===== config.mk =====
export PLATFORM = sky130hd
export DESIGN_NAME = braille_frame_delta_encoder
export DESIGN_NICKNAME = d
export VERILOG_FILES = /design/src/design/bfde_pkg.sv /design/src/design/braille_frame_delta_encoder.sv /design/src/design/bfde_queue.sv /design/src/design/bfde_front.sv /design/src/design/bfde_back.sv
export SDC_FILE = /design/constraint.sdc
export NUM_CORES = 1
export LEC_CHECK = 0
export BUFFER_PORTS_ARGS = -buffer_cell sky130_fd_sc_hd__buf_4
export CORE_MARGIN = 4
export CORE_UTILIZATION = 40
export CTS_CLUSTER_SIZE = 8
export DETAILED_ROUTE_END_ITERATION = 8
export SLEW_MARGIN = 10
export SYNTH_ARGS = -nofsm -noshare
export SYNTH_HDL_FRONTEND = slang
export SYNTH_SLANG_ARGS = --single-unit
export TNS_END_PERCENT = 1

===== constraint.sdc =====
create_clock -name clk -period 4.21 [get_ports clk]
set_input_delay 0.421 -clock clk [delete_from_list [all_inputs] [get_ports clk]]
set_output_delay 0.421 -clock clk [all_outputs]
set_load 0.01 [all_outputs]

===== src/design/bfde_pkg.sv =====
// ----------------------------------------------------------------------------
// bfde_pkg
// Shared types and constants of the braille frame delta encoder: register
// indexes, field widths, the command passed from front to back, and the
// small helpers used on both sides.
// ----------------------------------------------------------------------------
package bfde_pkg;

  // configuration port
  localparam int CFG_IDX_W  = 2;
  localparam int CFG_DATA_W = 10;
  localparam int ROWS_W     = 9;
  localparam int COLS_W     = 10;
  localparam int SIZE_W     = 11;  // holds any size up to 999 plus one

  localparam logic [CFG_IDX_W-1:0] REG_SCREEN_ROWS = 2'd0;
  localparam logic [CFG_IDX_W-1:0] REG_SCREEN_COLS = 2'd1;

  localparam logic [ROWS_W-1:0] ROWS_RESET = 9'd24;
  localparam logic [COLS_W-1:0] COLS_RESET = 10'd80;

  // three decimal digits cover every position up to 999
  localparam int BCD_W = 12;
  localparam logic [BCD_W-1:0] BCD_ONE = 12'h001;

  // byte constants of the stream
  localparam logic [7:0] CH_ESC   = 8'h1B;
  localparam logic [7:0] CH_LBRK  = 8'h5B;  // '['
  localparam logic [7:0] CH_SEMI  = 8'h3B;  // ';'
  localparam logic [7:0] CH_H     = 8'h48;  // 'H'
  localparam logic [7:0] CH_M     = 8'h6D;  // 'm'
  localparam logic [7:0] CH_THREE = 8'h33;  // '3'
  localparam logic [7:0] CH_NINE  = 8'h39;  // '9'
  localparam logic [7:0] CH_ZERO  = 8'h30;  // '0'
  localparam logic [7:0] COLOR_BASE = 8'h2F;  // '0' - 1
  localparam logic [7:0] UTF_LEAD = 8'hE2;
  localparam logic [7:0] UTF_MID  = 8'hA0;
  localparam logic [7:0] UTF_LOW  = 8'h80;

  // queue between front and back
  localparam int Q_DEPTH = 4;

  // one cell's worth of work for the back end
  typedef struct packed {
    logic                  has_frame;  // default-color escape at frame start
    logic                  has_cur;    // cursor-position escape
    logic                  has_color;  // color escape
    logic                  has_tail;   // glyph or overlay character
    logic                  tail3;      // tail is a three-byte glyph
    logic [BCD_W-1:0]      row_bcd;    // 1-based row, decimal
    logic [BCD_W-1:0]      col_bcd;    // 1-based column, decimal
    logic [3:0]            color;
    logic [2:0][7:0]       tail;
  } cmd_t;

  // decimal increment of a three-digit number
  function automatic logic [BCD_W-1:0] bcd_inc(input logic [BCD_W-1:0] v);
    logic [BCD_W-1:0] r;
    r = v;
    if (v[3:0] != 4'd9) begin
      r[3:0] = v[3:0] + 4'd1;
    end else begin
      r[3:0] = 4'd0;
      if (v[7:4] != 4'd9) begin
        r[7:4] = v[7:4] + 4'd1;
      end else begin
        r[7:4] = 4'd0;
        r[11:8] = v[11:8] + 4'd1;
      end
    end
    return r;
  endfunction

  // significant digit count of a decimal number, 1 to 3
  function automatic logic [1:0] bcd_len(input logic [BCD_W-1:0] v);
    logic [1:0] n;
    if (v[11:8] != 4'd0) begin
      n = 2'd3;
    end else if (v[7:4] != 4'd0) begin
      n = 2'd2;
    end else begin
      n = 2'd1;
    end
    return n;
  endfunction

endpackage


===== src/design/braille_frame_delta_encoder.sv =====
// A cell with output passes the command queue, command register and output register
// before its first byte shows. Throughput: one output byte per cycle while commands
// wait and pop drains the output register; a cell is taken whenever the queue is not
// full and has 0 to 23 bytes, sent by the single byte output port; a four-entry
// command queue separates both. Reset: sizes 24 rows by 80 columns, position top left,
// queue and output register empty; the block accepts beats right after reset.
// ----------------------------------------------------------------------------
// braille_frame_delta_encoder
// Turns raster-ordered character cells into the terminal byte stream that
// redraws only the changed cells, with cursor and color escapes.
// ----------------------------------------------------------------------------
module braille_frame_delta_encoder #(
  parameter int MAX_ROWS = 256,
  parameter int MAX_COLS = 512
) (
  input  logic                             clk,
  input  logic                             rst,
  input  logic                             push,
  output logic                             full,
  input  logic [7:0]                       new_stencil,
  input  logic [3:0]                       new_color,
  input  logic [7:0]                       new_text,
  input  logic [7:0]                       old_stencil,
  input  logic [3:0]                       old_color,
  input  logic [7:0]                       old_text,
  output logic                             empty,
  input  logic                             pop,
  output logic [7:0]                       out_byte,
  output logic                             run_last,
  input  logic                             wr_en,
  input  logic [bfde_pkg::CFG_IDX_W-1:0]   wr_index,
  input  logic [bfde_pkg::CFG_DATA_W-1:0]  wr_data
);
  import bfde_pkg::*;

  logic accept;
  logic cmd_push;
  cmd_t cmd;
  logic q_rd;
  logic q_valid;
  cmd_t q_cmd;

  assign accept = push && !full;

  // front: classify cells
  bfde_front #(
    .MAX_ROWS (MAX_ROWS),
    .MAX_COLS (MAX_COLS)
  ) u_front (
    .clk         (clk),
    .rst         (rst),
    .accept      (accept),
    .new_stencil (new_stencil),
    .new_color   (new_color),
    .new_text    (new_text),
    .old_stencil (old_stencil),
    .old_color   (old_color),
    .old_text    (old_text),
    .wr_en       (wr_en),
    .wr_index    (wr_index),
    .wr_data     (wr_data),
    .cmd_push    (cmd_push),
    .cmd         (cmd)
  );

  // command queue
  bfde_queue u_queue (
    .clk      (clk),
    .rst      (rst),
    .wr       (cmd_push),
    .wr_cmd   (cmd),
    .full     (full),
    .rd       (q_rd),
    .rd_valid (q_valid),
    .rd_cmd   (q_cmd)
  );

  // back: byte sequencer
  bfde_back u_back (
    .clk      (clk),
    .rst      (rst),
    .q_valid  (q_valid),
    .q_cmd    (q_cmd),
    .q_rd     (q_rd),
    .empty    (empty),
    .pop      (pop),
    .out_byte (out_byte),
    .run_last (run_last)
  );

endmodule


===== src/design/bfde_queue.sv =====
// ----------------------------------------------------------------------------
// bfde_queue
// Small command queue between the front and the back end.
// ----------------------------------------------------------------------------
module bfde_queue (
  input  logic            clk,
  input  logic            rst,
  input  logic            wr,
  input  bfde_pkg::cmd_t  wr_cmd,
  output logic            full,
  input  logic            rd,
  output logic            rd_valid,
  output bfde_pkg::cmd_t  rd_cmd
);
  import bfde_pkg::*;

  localparam int PTR_W = $clog2(Q_DEPTH);
  localparam int CNT_W = $clog2(Q_DEPTH + 1);

  cmd_t             mem [Q_DEPTH];
  logic [PTR_W-1:0] wr_ptr;
  logic [PTR_W-1:0] rd_ptr;
  logic [CNT_W-1:0] count;

  assign full     = (count == CNT_W'(Q_DEPTH));
  assign rd_valid = (count != '0);
  assign rd_cmd   = mem[rd_ptr];

  // storage
  always_ff @(posedge clk) begin
    if (wr) begin
      mem[wr_ptr] <= wr_cmd;
    end
  end

  // pointers and fill count
  always_ff @(posedge clk) begin
    if (rst) begin
      wr_ptr <= '0;
      rd_ptr <= '0;
      count  <= '0;
    end else begin
      if (wr) begin
        wr_ptr <= wr_ptr + PTR_W'(1);
      end
      if (rd) begin
        rd_ptr <= rd_ptr + PTR_W'(1);
      end
      if (wr && !rd) begin
        count <= count + CNT_W'(1);
      end else if (rd && !wr) begin
        count <= count - CNT_W'(1);
      end
    end
  end

endmodule


===== src/design/bfde_front.sv =====
// ----------------------------------------------------------------------------
// bfde_front
// Accepts cells, tracks position, cursor gap and terminal color, and turns
// each cell that needs output into one command for the back end.
// ----------------------------------------------------------------------------
module bfde_front #(
  parameter int MAX_ROWS = 256,
  parameter int MAX_COLS = 512
) (
  input  logic                             clk,
  input  logic                             rst,
  input  logic                             accept,
  input  logic [7:0]                       new_stencil,
  input  logic [3:0]                       new_color,
  input  logic [7:0]                       new_text,
  input  logic [7:0]                       old_stencil,
  input  logic [3:0]                       old_color,
  input  logic [7:0]                       old_text,
  input  logic                             wr_en,
  input  logic [bfde_pkg::CFG_IDX_W-1:0]   wr_index,
  input  logic [bfde_pkg::CFG_DATA_W-1:0]  wr_data,
  output logic                             cmd_push,
  output bfde_pkg::cmd_t                   cmd
);
  import bfde_pkg::*;

  localparam int RW = (MAX_ROWS > 1) ? $clog2(MAX_ROWS) : 1;
  localparam int CW = (MAX_COLS > 1) ? $clog2(MAX_COLS) : 1;

  logic [ROWS_W-1:0] screen_rows;
  logic [COLS_W-1:0] screen_cols;
  logic [RW-1:0]     row_index;
  logic [CW-1:0]     col_index;
  logic [BCD_W-1:0]  row_bcd;
  logic [BCD_W-1:0]  col_bcd;
  logic              gap_pending;
  logic [3:0]        active_color;

  logic [SIZE_W-1:0] nrows;
  logic [SIZE_W-1:0] ncols;
  logic              frame;
  logic              gap;
  logic [3:0]        act;
  logic              overlaid;
  logic              skip;
  logic [7:0]        glyph;
  logic              col_wrap;
  logic              row_wrap;

  // sizes clamped to the supported range
  always_comb begin
    if (screen_rows == '0) begin
      nrows = SIZE_W'(1);
    end else if (SIZE_W'(screen_rows) > SIZE_W'(MAX_ROWS)) begin
      nrows = SIZE_W'(MAX_ROWS);
    end else begin
      nrows = SIZE_W'(screen_rows);
    end
    if (screen_cols == '0) begin
      ncols = SIZE_W'(1);
    end else if (SIZE_W'(screen_cols) > SIZE_W'(MAX_COLS)) begin
      ncols = SIZE_W'(MAX_COLS);
    end else begin
      ncols = SIZE_W'(screen_cols);
    end
  end

  assign col_wrap = (SIZE_W'(col_index) + SIZE_W'(1)) >= ncols;
  assign row_wrap = (SIZE_W'(row_index) + SIZE_W'(1)) >= nrows;

  // classify the cell
  assign frame    = (row_index == '0) && (col_index == '0);
  assign gap      = frame || gap_pending;
  assign act      = frame ? 4'd0 : active_color;
  assign overlaid = (new_text != 8'd0);
  assign skip     = (new_text == old_text) &&
                    (overlaid || ((new_stencil == old_stencil) && (new_color == old_color)));
  assign glyph    = {new_stencil[7], new_stencil[3], new_stencil[6:4], new_stencil[2:0]};

  // build the command
  always_comb begin
    cmd.has_frame = frame;
    cmd.has_cur   = !skip && gap;
    cmd.has_tail  = !skip;
    cmd.tail3     = !overlaid;
    cmd.row_bcd   = row_bcd;
    cmd.col_bcd   = col_bcd;
    if (overlaid) begin
      cmd.has_color = !skip && (act != 4'd0);
      cmd.color     = 4'd0;
      cmd.tail[0]   = new_text;
      cmd.tail[1]   = 8'd0;
      cmd.tail[2]   = 8'd0;
    end else begin
      cmd.has_color = !skip && (new_color != act);
      cmd.color     = new_color;
      cmd.tail[0]   = UTF_LEAD;
      cmd.tail[1]   = UTF_MID | {6'd0, glyph[7:6]};
      cmd.tail[2]   = UTF_LOW | {2'd0, glyph[5:0]};
    end
  end

  assign cmd_push = accept && (frame || !skip);

  // configuration registers
  always_ff @(posedge clk) begin
    if (rst) begin
      screen_rows <= ROWS_RESET;
      screen_cols <= COLS_RESET;
    end else if (wr_en) begin
      case (wr_index)
        REG_SCREEN_ROWS: screen_rows <= wr_data[ROWS_W-1:0];
        REG_SCREEN_COLS: screen_cols <= wr_data[COLS_W-1:0];
        default: ;
      endcase
    end
  end

  // position, gap and color tracking
  always_ff @(posedge clk) begin
    if (rst) begin
      row_index    <= '0;
      col_index    <= '0;
      row_bcd      <= BCD_ONE;
      col_bcd      <= BCD_ONE;
      gap_pending  <= 1'b1;
      active_color <= 4'd0;
    end else if (accept) begin
      gap_pending <= skip;
      if (skip) begin
        active_color <= act;
      end else begin
        active_color <= overlaid ? 4'd0 : new_color;
      end
      if (col_wrap) begin
        col_index <= '0;
        col_bcd   <= BCD_ONE;
        if (row_wrap) begin
          row_index <= '0;
          row_bcd   <= BCD_ONE;
        end else begin
          row_index <= row_index + RW'(1);
          row_bcd   <= bcd_inc(row_bcd);
        end
      end else begin
        col_index <= col_index + CW'(1);
        col_bcd   <= bcd_inc(col_bcd);
      end
    end
  end

endmodule


===== src/design/bfde_back.sv =====
// ----------------------------------------------------------------------------
// bfde_back
// Walks one command at a time through its escape and glyph sections and
// sends one byte per beat into the output register while it is empty or popped.
// ----------------------------------------------------------------------------
module bfde_back (
  input  logic            clk,
  input  logic            rst,
  input  logic            q_valid,
  input  bfde_pkg::cmd_t  q_cmd,
  output logic            q_rd,
  output logic            empty,
  input  logic            pop,
  output logic [7:0]      out_byte,
  output logic            run_last
);
  import bfde_pkg::*;

  typedef enum logic [1:0] {
    PH_FRAME,
    PH_CUR,
    PH_COLOR,
    PH_TAIL
  } phase_t;

  cmd_t       cur;
  logic       busy;
  phase_t     phase;
  logic [3:0] idx;
  logic       ovalid;

  logic       advance;
  logic       sec_last;
  logic       cmd_last;
  logic [7:0] byte_now;
  phase_t     phase_after;
  phase_t     phase_first;
  logic [1:0] nr;
  logic [1:0] nc;
  logic [3:0] row_end;
  logic [3:0] semi_pos;
  logic [3:0] col_end;
  logic [3:0] k;
  logic [1:0] dpos;
  logic [3:0] digit;

  assign empty   = !ovalid;
  assign advance = busy && (!ovalid || pop);
  assign q_rd    = q_valid && (!busy || (advance && cmd_last));

  // cursor escape layout
  assign nr       = bcd_len(cur.row_bcd);
  assign nc       = bcd_len(cur.col_bcd);
  assign row_end  = 4'd2 + {2'd0, nr};
  assign semi_pos = row_end;
  assign col_end  = semi_pos + 4'd1 + {2'd0, nc};

  // digit picked from the row or column number
  always_comb begin
    if (idx < row_end) begin
      k    = idx - 4'd2;
      dpos = nr - 2'd1 - k[1:0];
      case (dpos)
        2'd0:    digit = cur.row_bcd[3:0];
        2'd1:    digit = cur.row_bcd[7:4];
        default: digit = cur.row_bcd[11:8];
      endcase
    end else begin
      k    = idx - semi_pos - 4'd1;
      dpos = nc - 2'd1 - k[1:0];
      case (dpos)
        2'd0:    digit = cur.col_bcd[3:0];
        2'd1:    digit = cur.col_bcd[7:4];
        default: digit = cur.col_bcd[11:8];
      endcase
    end
  end

  // byte of the current section
  always_comb begin
    byte_now = CH_ESC;
    sec_last = 1'b0;
    case (phase)
      PH_FRAME, PH_COLOR: begin
        case (idx)
          4'd0:    byte_now = CH_ESC;
          4'd1:    byte_now = CH_LBRK;
          4'd2:    byte_now = CH_THREE;
          4'd3: begin
            if (phase == PH_FRAME || cur.color == 4'd0) begin
              byte_now = CH_NINE;
            end else begin
              byte_now = COLOR_BASE + {4'd0, cur.color};
            end
          end
          default: byte_now = CH_M;
        endcase
        sec_last = (idx == 4'd4);
      end
      PH_CUR: begin
        if (idx == 4'd0) begin
          byte_now = CH_ESC;
        end else if (idx == 4'd1) begin
          byte_now = CH_LBRK;
        end else if (idx == semi_pos) begin
          byte_now = CH_SEMI;
        end else if (idx == col_end) begin
          byte_now = CH_H;
        end else begin
          byte_now = CH_ZERO | {4'd0, digit};
        end
        sec_last = (idx == col_end);
      end
      PH_TAIL: begin
        case (idx)
          4'd0:    byte_now = cur.tail[0];
          4'd1:    byte_now = cur.tail[1];
          default: byte_now = cur.tail[2];
        endcase
        sec_last = cur.tail3 ? (idx == 4'd2) : (idx == 4'd0);
      end
      default: ;
    endcase
  end

  // next section of the running command, and first section of a new one
  always_comb begin
    cmd_last    = 1'b0;
    phase_after = PH_TAIL;
    case (phase)
      PH_FRAME: begin
        if (cur.has_cur) begin
          phase_after = PH_CUR;
        end else if (cur.has_color) begin
          phase_after = PH_COLOR;
        end else if (cur.has_tail) begin
          phase_after = PH_TAIL;
        end else begin
          cmd_last = sec_last;
        end
      end
      PH_CUR: begin
        phase_after = cur.has_color ? PH_COLOR : PH_TAIL;
      end
      PH_COLOR: begin
        phase_after = PH_TAIL;
      end
      default: begin
        cmd_last = sec_last;
      end
    endcase
    if (q_cmd.has_frame) begin
      phase_first = PH_FRAME;
    end else if (q_cmd.has_cur) begin
      phase_first = PH_CUR;
    end else if (q_cmd.has_color) begin
      phase_first = PH_COLOR;
    end else begin
      phase_first = PH_TAIL;
    end
  end

  // sequencer and output register
  always_ff @(posedge clk) begin
    if (rst) begin
      busy   <= 1'b0;
      phase  <= PH_FRAME;
      idx    <= 4'd0;
      ovalid <= 1'b0;
    end else begin
      if (advance) begin
        ovalid   <= 1'b1;
        out_byte <= byte_now;
        run_last <= cmd_last;
      end else if (pop && ovalid) begin
        ovalid <= 1'b0;
      end
      if (q_rd) begin
        cur   <= q_cmd;
        busy  <= 1'b1;
        phase <= phase_first;
        idx   <= 4'd0;
      end else if (advance) begin
        if (sec_last) begin
          idx   <= 4'd0;
          phase <= phase_after;
        end else begin
          idx <= idx + 4'd1;
        end
        if (cmd_last) begin
          busy <= 1'b0;
        end
      end
    end
  end

endmodule

Word-level counts from Yosys, hierarchy flattened
Memory sizes are Yosys's and may differ from the RTL's. A register that Yosys moved wholly into a read port is not among the register bits.
Cells that the tools add are included.
Widths: inputs -> output; s select.
{"block": "word_totals", "ramBits": 228, "regBits": 145, "memories": 1}
{"name": "u_queue.mem", "depth": 4, "word_bits": 57, "rd": 1, "rd_clocked_by_memory_dff": 1, "write_ports": 1, "line": "bfde_queue.sv:20", "source": "cmd_t mem [Q_DEPTH];"}
{"block": "classes", "n_eq_ne": 25, "n_reduce_logical": 63, "n_mux": 63, "bitwise_logic": 1, "addsub": 26, "magnitude_cmp": 5}
{"cell": "$mux 8", "count": 7}
{"cell": "$mux 4", "count": 11}
{"cell": "$pmux 8 s4", "count": 1}
{"cell": "$add 4x1->4 const B", "count": 7}
{"cell": "$mux 28", "count": 1}
{"cell": "$mux 9", "count": 3}
{"cell": "$mux 12", "count": 2}
{"cell": "$mux 2", "count": 12}
{"cell": "$pmux 8 s3", "count": 1}
{"cell": "$reduce_bool 4->1", "count": 5}
{"cell": "$logic_not 9->1", "count": 2}
{"cell": "$eq 8x8->1", "count": 2}
{"cell": "$ne 4x4->1 const B", "count": 4}
{"cell": "$pmux 4 s2", "count": 2}
{"cell": "$pmux 8 s2", "count": 1}
{"cell": "$reduce_and 2->1", "count": 8}
{"cell": "$logic_and 1x1->1", "count": 14}
{"cell": "$mux 1", "count": 14}
{"cell": "$ge 11x11->1", "count": 1}
{"cell": "$ge 11x9->1", "count": 1}
{"cell": "$mux 11", "count": 1}
{"cell": "$add 9x1->10 const B", "count": 1}
{"cell": "$gt 10x10->1 const B", "count": 1}
{"cell": "$logic_not 10->1", "count": 1}
{"cell": "43 further kinds", "count": 80}

Longest topological paths before layout
{"block": "depth", "ltp_word": 18, "depth_mapped": 13, "depth_no_buf": 12}

Cells and area by module
A second synthesis with hierarchy kept.
{"block": "hier_totals", "cells_unflattened": 1147, "area_unflattened_um2": 16535.9}
{"module": "bfde_queue", "area_per_inst_um2": 8648.3, "instances": 1, "cells_per_inst": 341}
{"module": "bfde_front", "area_per_inst_um2": 4279.1, "instances": 1, "cells_per_inst": 522}
{"module": "bfde_back", "area_per_inst_um2": 3594.7, "instances": 1, "cells_per_inst": 283}
{"module": "braille_frame_delta_encoder", "area_per_inst_um2": 13.8, "instances": 1, "cells_per_inst": 1}

Worst setup path after synthesis
Ideal clock, no wire load.
{"block": "synth_timing", "path_kind": "register -> register", "from": "reg u_back.idx[0]", "to": "reg u_back.cur[0] (netlist bit) (enable)", "stages_incl_launch_ff": 8, "t_required_ns": 3.756, "arrival_time_ns": 3.593, "setup_slack_ns": 0.163, "setup_ns": 0.454, "n_path_buf": 1, "cell_sequence": "dfxtp_1 inv_1 ha_1 mux2_2 a311oi_4 o41a_1 buf_6 nor2_1"}
{"block": "synth_between", "elab_chain_cells": 11}
{"element": "from (decl)", "line": "bfde_back.sv:29", "source": "logic [3:0] idx;"}
{"element": "from (signal assigned)", "line": "bfde_back.sv:188", "source": "idx <= idx + 4'd1;"}
{"element": "$eq 4x2->1 or $logic_not 4->1 (tied branches)", "line": "bfde_back.sv:120", "source": "sec_last = cur.tail3 ? (idx == 4'd2) : (idx == 4'd0);"}
{"element": "$mux 1", "line": "bfde_back.sv:120"}
{"element": "$pmux 1 s3 *", "line": "bfde_back.sv:83", "source": "case (phase)"}
{"element": "$mux 1", "line": "bfde_back.sv:136", "source": "end else if (cur.has_tail) begin"}
{"element": "$mux 1", "line": "bfde_back.sv:134", "source": "end else if (cur.has_color) begin"}
{"element": "$mux 1", "line": "bfde_back.sv:132", "source": "if (cur.has_cur) begin"}
{"element": "$pmux 1 s2 *", "line": "bfde_back.sv:130", "source": "case (phase)"}
{"element": "$logic_and 1x1->1 *", "line": "bfde_back.sv:49", "source": "assign q_rd = q_valid && (!busy || (advance && cmd_last));"}
{"element": "$logic_or 1x1->1 *", "line": "bfde_back.sv:49"}
{"element": "$logic_and 1x1->1 *", "line": "bfde_back.sv:49"}
{"element": "$reduce_and 2->1 (no source line) *"}
{"element": "to (signal assigned)", "line": "bfde_back.sv:179", "source": "cur <= q_cmd;"}
{"element": "to (decl)", "line": "bfde_back.sv:26", "source": "cmd_t cur;"}
Mark *: on every way between the ends. The rest lies on a longest branch, timed or not.
A chain may end at the register's enable or synchronous reset.

Final worst setup path
{"block": "layout_timing", "from": "reg u_back.cur[45] (netlist bit)", "to": "reg u_back.out_byte[5] (data pin)"}
{"block": "layout_between", "elab_chain_cells": 12}
{"element": "$reduce_bool 4->1 *", "line": "bfde_pkg.sv:79", "source": "end else if (v[7:4] != 4'd0) begin"}
{"element": "$mux 2 *", "line": "bfde_pkg.sv:79"}
{"element": "$mux 2 *", "line": "bfde_pkg.sv:77", "source": "if (v[11:8] != 4'd0) begin"}
{"element": "$add 2x2->3 *", "line": "bfde_back.sv:54", "source": "assign row_end = 4'd2 + {2'd0, nr};"}
{"element": "$add 3x1->4", "line": "bfde_back.sv:56", "source": "assign col_end = semi_pos + 4'd1 + {2'd0, nc};"}
{"element": "$add 4x2->4", "line": "bfde_back.sv:56"}
{"element": "$eq 4x4->1", "line": "bfde_back.sv:107", "source": "end else if (idx == col_end) begin"}
{"element": "$mux 7", "line": "bfde_back.sv:107"}
{"element": "$mux 8 *", "line": "bfde_back.sv:105", "source": "end else if (idx == semi_pos) begin"}
{"element": "$mux 8 *", "line": "bfde_back.sv:103", "source": "end else if (idx == 4'd1) begin"}
{"element": "$mux 8 *", "line": "bfde_back.sv:101", "source": "if (idx == 4'd0) begin"}
{"element": "$pmux 8 s3 *", "line": "bfde_back.sv:83"}
{"element": "via u_back.byte_now[5]", "line": "bfde_back.sv:35", "source": "logic [7:0] byte_now;"}
{"element": "to (signal assigned)", "line": "bfde_back.sv:173", "source": "out_byte <= byte_now;"}
{"element": "to (decl)", "line": "bfde_back.sv:14", "source": "output logic [7:0] out_byte,"}
Mark *: on every way through the listed nets, which the timed path passes. The rest lies on a longest branch.

==> impl_summary.txt <==
----------------------------------------------------
[Layout]
  Combined flip-flop and latch cell area ... 0.00925 mm2
  Fraction of final layout cells sized beyond drive strength 1 ... 0.187
  Final instance count without filler cells ... about 1,700
  Post-route design area ... roughly 0.017 mm2
  Core occupancy in the finished layout ... 0.475
  Fillers ... about 3,200
  Antenna diodes ... 0
  Area added between synthesis and finish ... 16.8%
  Multi-input gate area in the final layout ... 0.00536 mm2
  Nets@finish ... 1,294

[Yosys]
  Flip-flop and latch count after synthesis ... between 300 and 400
  Number of warnings issued by yosys ... 0
  Cell count after synthesis ... 1,090
  Share of the synthesized area in the top cell type ... 0.509
  Mapped Avg Cell Area ... 13.7 um2
  Sequential area share after synthesis ... 0.619
  Netlist cell types ... 73
  Cell taking the most area after synthesis ... sky130_fd_sc_hd__edfxtp_1
  Async set or reset register ratio after synthesis ... 0
  Post-Synthesis Net Count ... 1,202
  Mapped Area ... around 0.015 mm2
  Cell types with the largest area share after synthesis ... sky130_fd_sc_hd__edfxtp_1, sky130_fd_sc_hd__dfxtp_1, sky130_fd_sc_hd__mux4_2, sky130_fd_sc_hd__ha_1, sky130_fd_sc_hd__a21oi_1
  Post-synth EDFFs ... between 200 and 300
  Most used DFF post-synth ... sky130_fd_sc_hd__edfxtp_1

[Detailed routing]
  Wire length on met1 ... about 15 mm
  Met3 layer wire length in the routed design ... between 1 and 1.5 mm
  Vias per inst ... 5.36
  First-pass iteration count of the detailed router ... 5
  Via count ... between 9,000 and 10,000
  Total Wirelength ... a little over 30 mm
  Highest metal layer with signal wires ... met4
  Average wire per cell in the routed design ... 18.3 um
  First-iteration detailed-routing DRC count ... 552
  Post-route ant nets ... 0
  DRC errors left ... 0
  Length of routed met2 wiring ... roughly 14 mm

[STA]
  Maximum clock frequency ... between 0.2 and 0.3 GHz
  Worst slew slack as a fraction of its limit ... 0.365
  Endpoints failing setup ... 0
  Clock Skew ... 0.0164 ns
  Hold violation count in the final report ... 0
  Fin Setup TNS ... 0 ns
  Portion of the clock cycle consumed by the worst path in the final layout ... 0.841
  Transition at the pin with the smallest max-transition slack ... between 0.9 and 1 ns
  Unrepaired setup endpoints after global routing ... false
  Fin worst setup slack ... about 0.67 ns
  Post-route minimum period ... approximately 3.5 ns
  Number of slew-limit violations in the final report ... 0

[GRT]
  GR Overflow Total ... 0
  Largest net degree at the start of global routing ... between 70 and 80
  GRT Overall Usage ... 0.152
  Antenna violations before repair ... 0
  Via count of the first global-routing pass ... ~9,000
  Global-route wire length before repair ... between 50 and 60 mm

[Worst setup path]
  Kind of cell adding the most delay to the critical path ... simple AND/OR/NAND/NOR gates
  Series of cell instances along the critical path ... or4_1 -> nand2_1 -> inv_1 -> ha_1 -> fa_1 -> xor2_1 -> a221oi_1 -> a21oi_1 -> nor3_1 -> a21boi_0 -> a221o_1
  Setup crit start kind ... flip-flop
  Critical path fanouts, max ... 4
  Endpoint type of the worst setup path ... flip-flop
  Number of buffer and inverter instances along the worst setup path ... 1
  Required time worst endpoint ... between 4 and 5 ns
  Highest cell delay on the worst timing path ... roughly 0.54 ns
  Slowest cell on the critical path ... sky130_fd_sc_hd__or4_1
  Worst EP arrival ... between 3 and 4 ns
  WS Path Type ... reg -> reg

[Clock tree]
  Sinks on Clock Net ... roughly 340
  Maximum clock insertion buffer count ... 3
  TritonCTS Buffers ... 47
  Maximum level of the CTS H-tree ... 2
  Root buffer selected by CTS ... sky130_fd_sc_hd__clkbuf_16
  Number of gates given a new drive strength after cts ... 0
  Post-CTS setup buffer count ... 0
  Number of hold buffers added after cts ... 0
  Clock-pin slew of the registers on the worst-case setup and hold paths ... approximately 0.050 ns
  CTS tree ... built
  Clock Latency Late Sink ... 0.54 ns

[Placed design]
  Sum of net half-perimeters after detailed placement ... approximately 21 mm
  Buffers added on ports ... 67
  Pre-CTS setup slack ... between 0.6 and 0.7 ns
  Cell Count Post-Placement ... around 1,600
  Post-place instance area ... 0.0161 mm2
  Final weighted congestion of routability-driven global placement ... 0.819

[Pwr]
  Power Density ... roughly 550 mW/mm2
  Leakage power figure ... 6.12 nW
  VDD IR max ... 288 uV

[Floorplan]
  Horizontal die dimension ... approximately 200 um
  I/O pins ... 68
  Vertical die dimension ... slightly above 200 um
  Placeable core region ... roughly 0.037 mm2
  Placement row count ... 70
  Initial standard-cell utilization of the core ... 0.407
  Die Footprint ... between 0.04 and 0.05 mm2

[Run]
  Max-cap violation count ... 0

[Outcome]
  Outcome ... completed

[Hold path]
  Kind of path behind the tightest hold check ... in -> reg

----------------------------------------------------
## stage by stage
step                power [mW]  hold WS [ns]
detailed placement        6.25         0.483
finish                    9.60         0.101
CTS                       9.72        0.0821
floorplan                 5.61         0.439
global route              10.1        0.0879
global placement          6.22         0.474
## cell usage in the layout (no fill, tap or decap), types with 9 or more instances in the layout
cell                        instances
sky130_fd_sc_hd__edfxtp_1         253
sky130_fd_sc_hd__buf_4             88
sky130_fd_sc_hd__dfxtp_1           80
sky130_fd_sc_hd__nor2_1            66
sky130_fd_sc_hd__a21oi_1           64
sky130_fd_sc_hd__nand2_1           64
sky130_fd_sc_hd__ha_1              52
sky130_fd_sc_hd__mux4_2            49
sky130_fd_sc_hd__clkbuf_16         47
sky130_fd_sc_hd__inv_1             39
sky130_fd_sc_hd__clkbuf_1          34
sky130_fd_sc_hd__o21ai_0           33
sky130_fd_sc_hd__xnor2_1           32
sky130_fd_sc_hd__mux2i_1           23
sky130_fd_sc_hd__nand3_1           22
sky130_fd_sc_hd__xor2_1            15
sky130_fd_sc_hd__nand3b_1          15
sky130_fd_sc_hd__nor3_1            14
sky130_fd_sc_hd__and3_1            14
sky130_fd_sc_hd__and2_1            14
sky130_fd_sc_hd__nor2b_1           13
sky130_fd_sc_hd__nand2b_1          10
sky130_fd_sc_hd__nand4_1            9
sky130_fd_sc_hd__or2_2              9
sky130_fd_sc_hd__a31oi_1            9
## worst reg2reg max path: stages, from the launching register on
cell and delay, ns:
sky130_fd_sc_hd__edfxtp_1 0.40, sky130_fd_sc_hd__or4_1 0.54, sky130_fd_sc_hd__nand2_1 0.11, sky130_fd_sc_hd__inv_1 0.06, sky130_fd_sc_hd__ha_1 0.20, sky130_fd_sc_hd__fa_1 0.38, sky130_fd_sc_hd__xor2_1 0.17, sky130_fd_sc_hd__a221oi_1 0.23
sky130_fd_sc_hd__a21oi_1 0.09, sky130_fd_sc_hd__nor3_1 0.48, sky130_fd_sc_hd__a21boi_0 0.24, sky130_fd_sc_hd__a221o_1 0.38
## flip-flops by register name, summed over array words and instances (netlist names), 9 cells and up, named ones only
name	cells
u_front.col_index	9
u_queue.mem	196
u_front.col_bcd	12
u_front.screen_rows	9
u_front.screen_cols	10
u_back.cur	48
u_front.row_bcd	12
## layer usage
layer | vias to the layer above | GRT usage
met4 | 0 | 0.0457
met1 | 4467 | 0.222
li1 | 4343 | -
met3 | 49 | 0.0266
met2 | 181 | 0.236
met5 | - | 0
## report_power, final
| group | internal [mW] | switching, mW | total (mW) |
|---|---|---|---|
| Sequential | 4.06 | 0.298 | 4.36 |
| Clock | 2.09 | 1.34 | 3.43 |
| Combinational | 0.828 | 0.977 | 1.81 |
| Total | 6.98 | 2.62 | 9.60 |
## synthesized netlist by cell type, types with 5 or more instances
master and instances:
sky130_fd_sc_hd__a211o_1 7, sky130_fd_sc_hd__a21o_1 5, sky130_fd_sc_hd__a21oi_1 64, sky130_fd_sc_hd__a22o_1 8
sky130_fd_sc_hd__a22oi_1 8, sky130_fd_sc_hd__a31oi_1 9, sky130_fd_sc_hd__and2_1 18, sky130_fd_sc_hd__and3_1 14
sky130_fd_sc_hd__buf_2 8, sky130_fd_sc_hd__clkbuf_1 38, sky130_fd_sc_hd__dfxtp_1 82, sky130_fd_sc_hd__edfxtp_1 253
sky130_fd_sc_hd__ha_1 52, sky130_fd_sc_hd__inv_1 39, sky130_fd_sc_hd__mux2i_1 23, sky130_fd_sc_hd__mux4_2 49
sky130_fd_sc_hd__nand2_1 64, sky130_fd_sc_hd__nand2b_1 10, sky130_fd_sc_hd__nand3_1 22, sky130_fd_sc_hd__nand3b_1 15
sky130_fd_sc_hd__nand4_1 9, sky130_fd_sc_hd__nand4b_1 6, sky130_fd_sc_hd__nor2_1 67, sky130_fd_sc_hd__nor2b_1 13
sky130_fd_sc_hd__nor3_1 14, sky130_fd_sc_hd__nor3b_1 5, sky130_fd_sc_hd__nor4_1 8, sky130_fd_sc_hd__o21ai_0 33
sky130_fd_sc_hd__o31ai_1 8, sky130_fd_sc_hd__or2_2 9, sky130_fd_sc_hd__or3_1 6, sky130_fd_sc_hd__or4_1 7
sky130_fd_sc_hd__xnor2_1 32, sky130_fd_sc_hd__xor2_1 15
## kinds of logic after synthesis
| logic type | Yosys count | share of synthesized area |
|---|---|---|
| AOI/OAI and AO/OA | 186 | 0.0830 |
| buffers and inverters | 90 | 0.0238 |
| and+or+nand+nor | 301 | 0.107 |
| DFF | 335 | 0.619 |
| adders and majority gates | 55 | 0.0476 |
| muxes | 76 | 0.0923 |
| xor gates and xnor gates | 47 | 0.0276 |
## path summary, 6_finish.rpt
check / from / endpoint / slack (ns) / cells past startpoint
worst max-delay path: u_back.cur[45] / u_back.out_byte[5] / 0.67 / 11
worst min-delay path: new_text[2] / u_queue.mem[1][2] / 0.10 / 1
worst max register to register: u_back.cur[45] / u_back.out_byte[5] / 0.67 / 11
worst min register to register: u_front.row_index[1] / u_front.row_index[1] / 0.48 / 2
## cell type report
cell class / count / share of cell area
clock buffer: 81 / 0.0747
inverter: 41 / 0.00882
multi-input combinational: 665 / 0.307
tap: 468 / 0.0336
clock inverter: 3 / 0.00301
timing repair buffer: 92 / 0.0425
sequential: 335 / 0.530
Note: power is estimated with default switching activity, not from simulation.
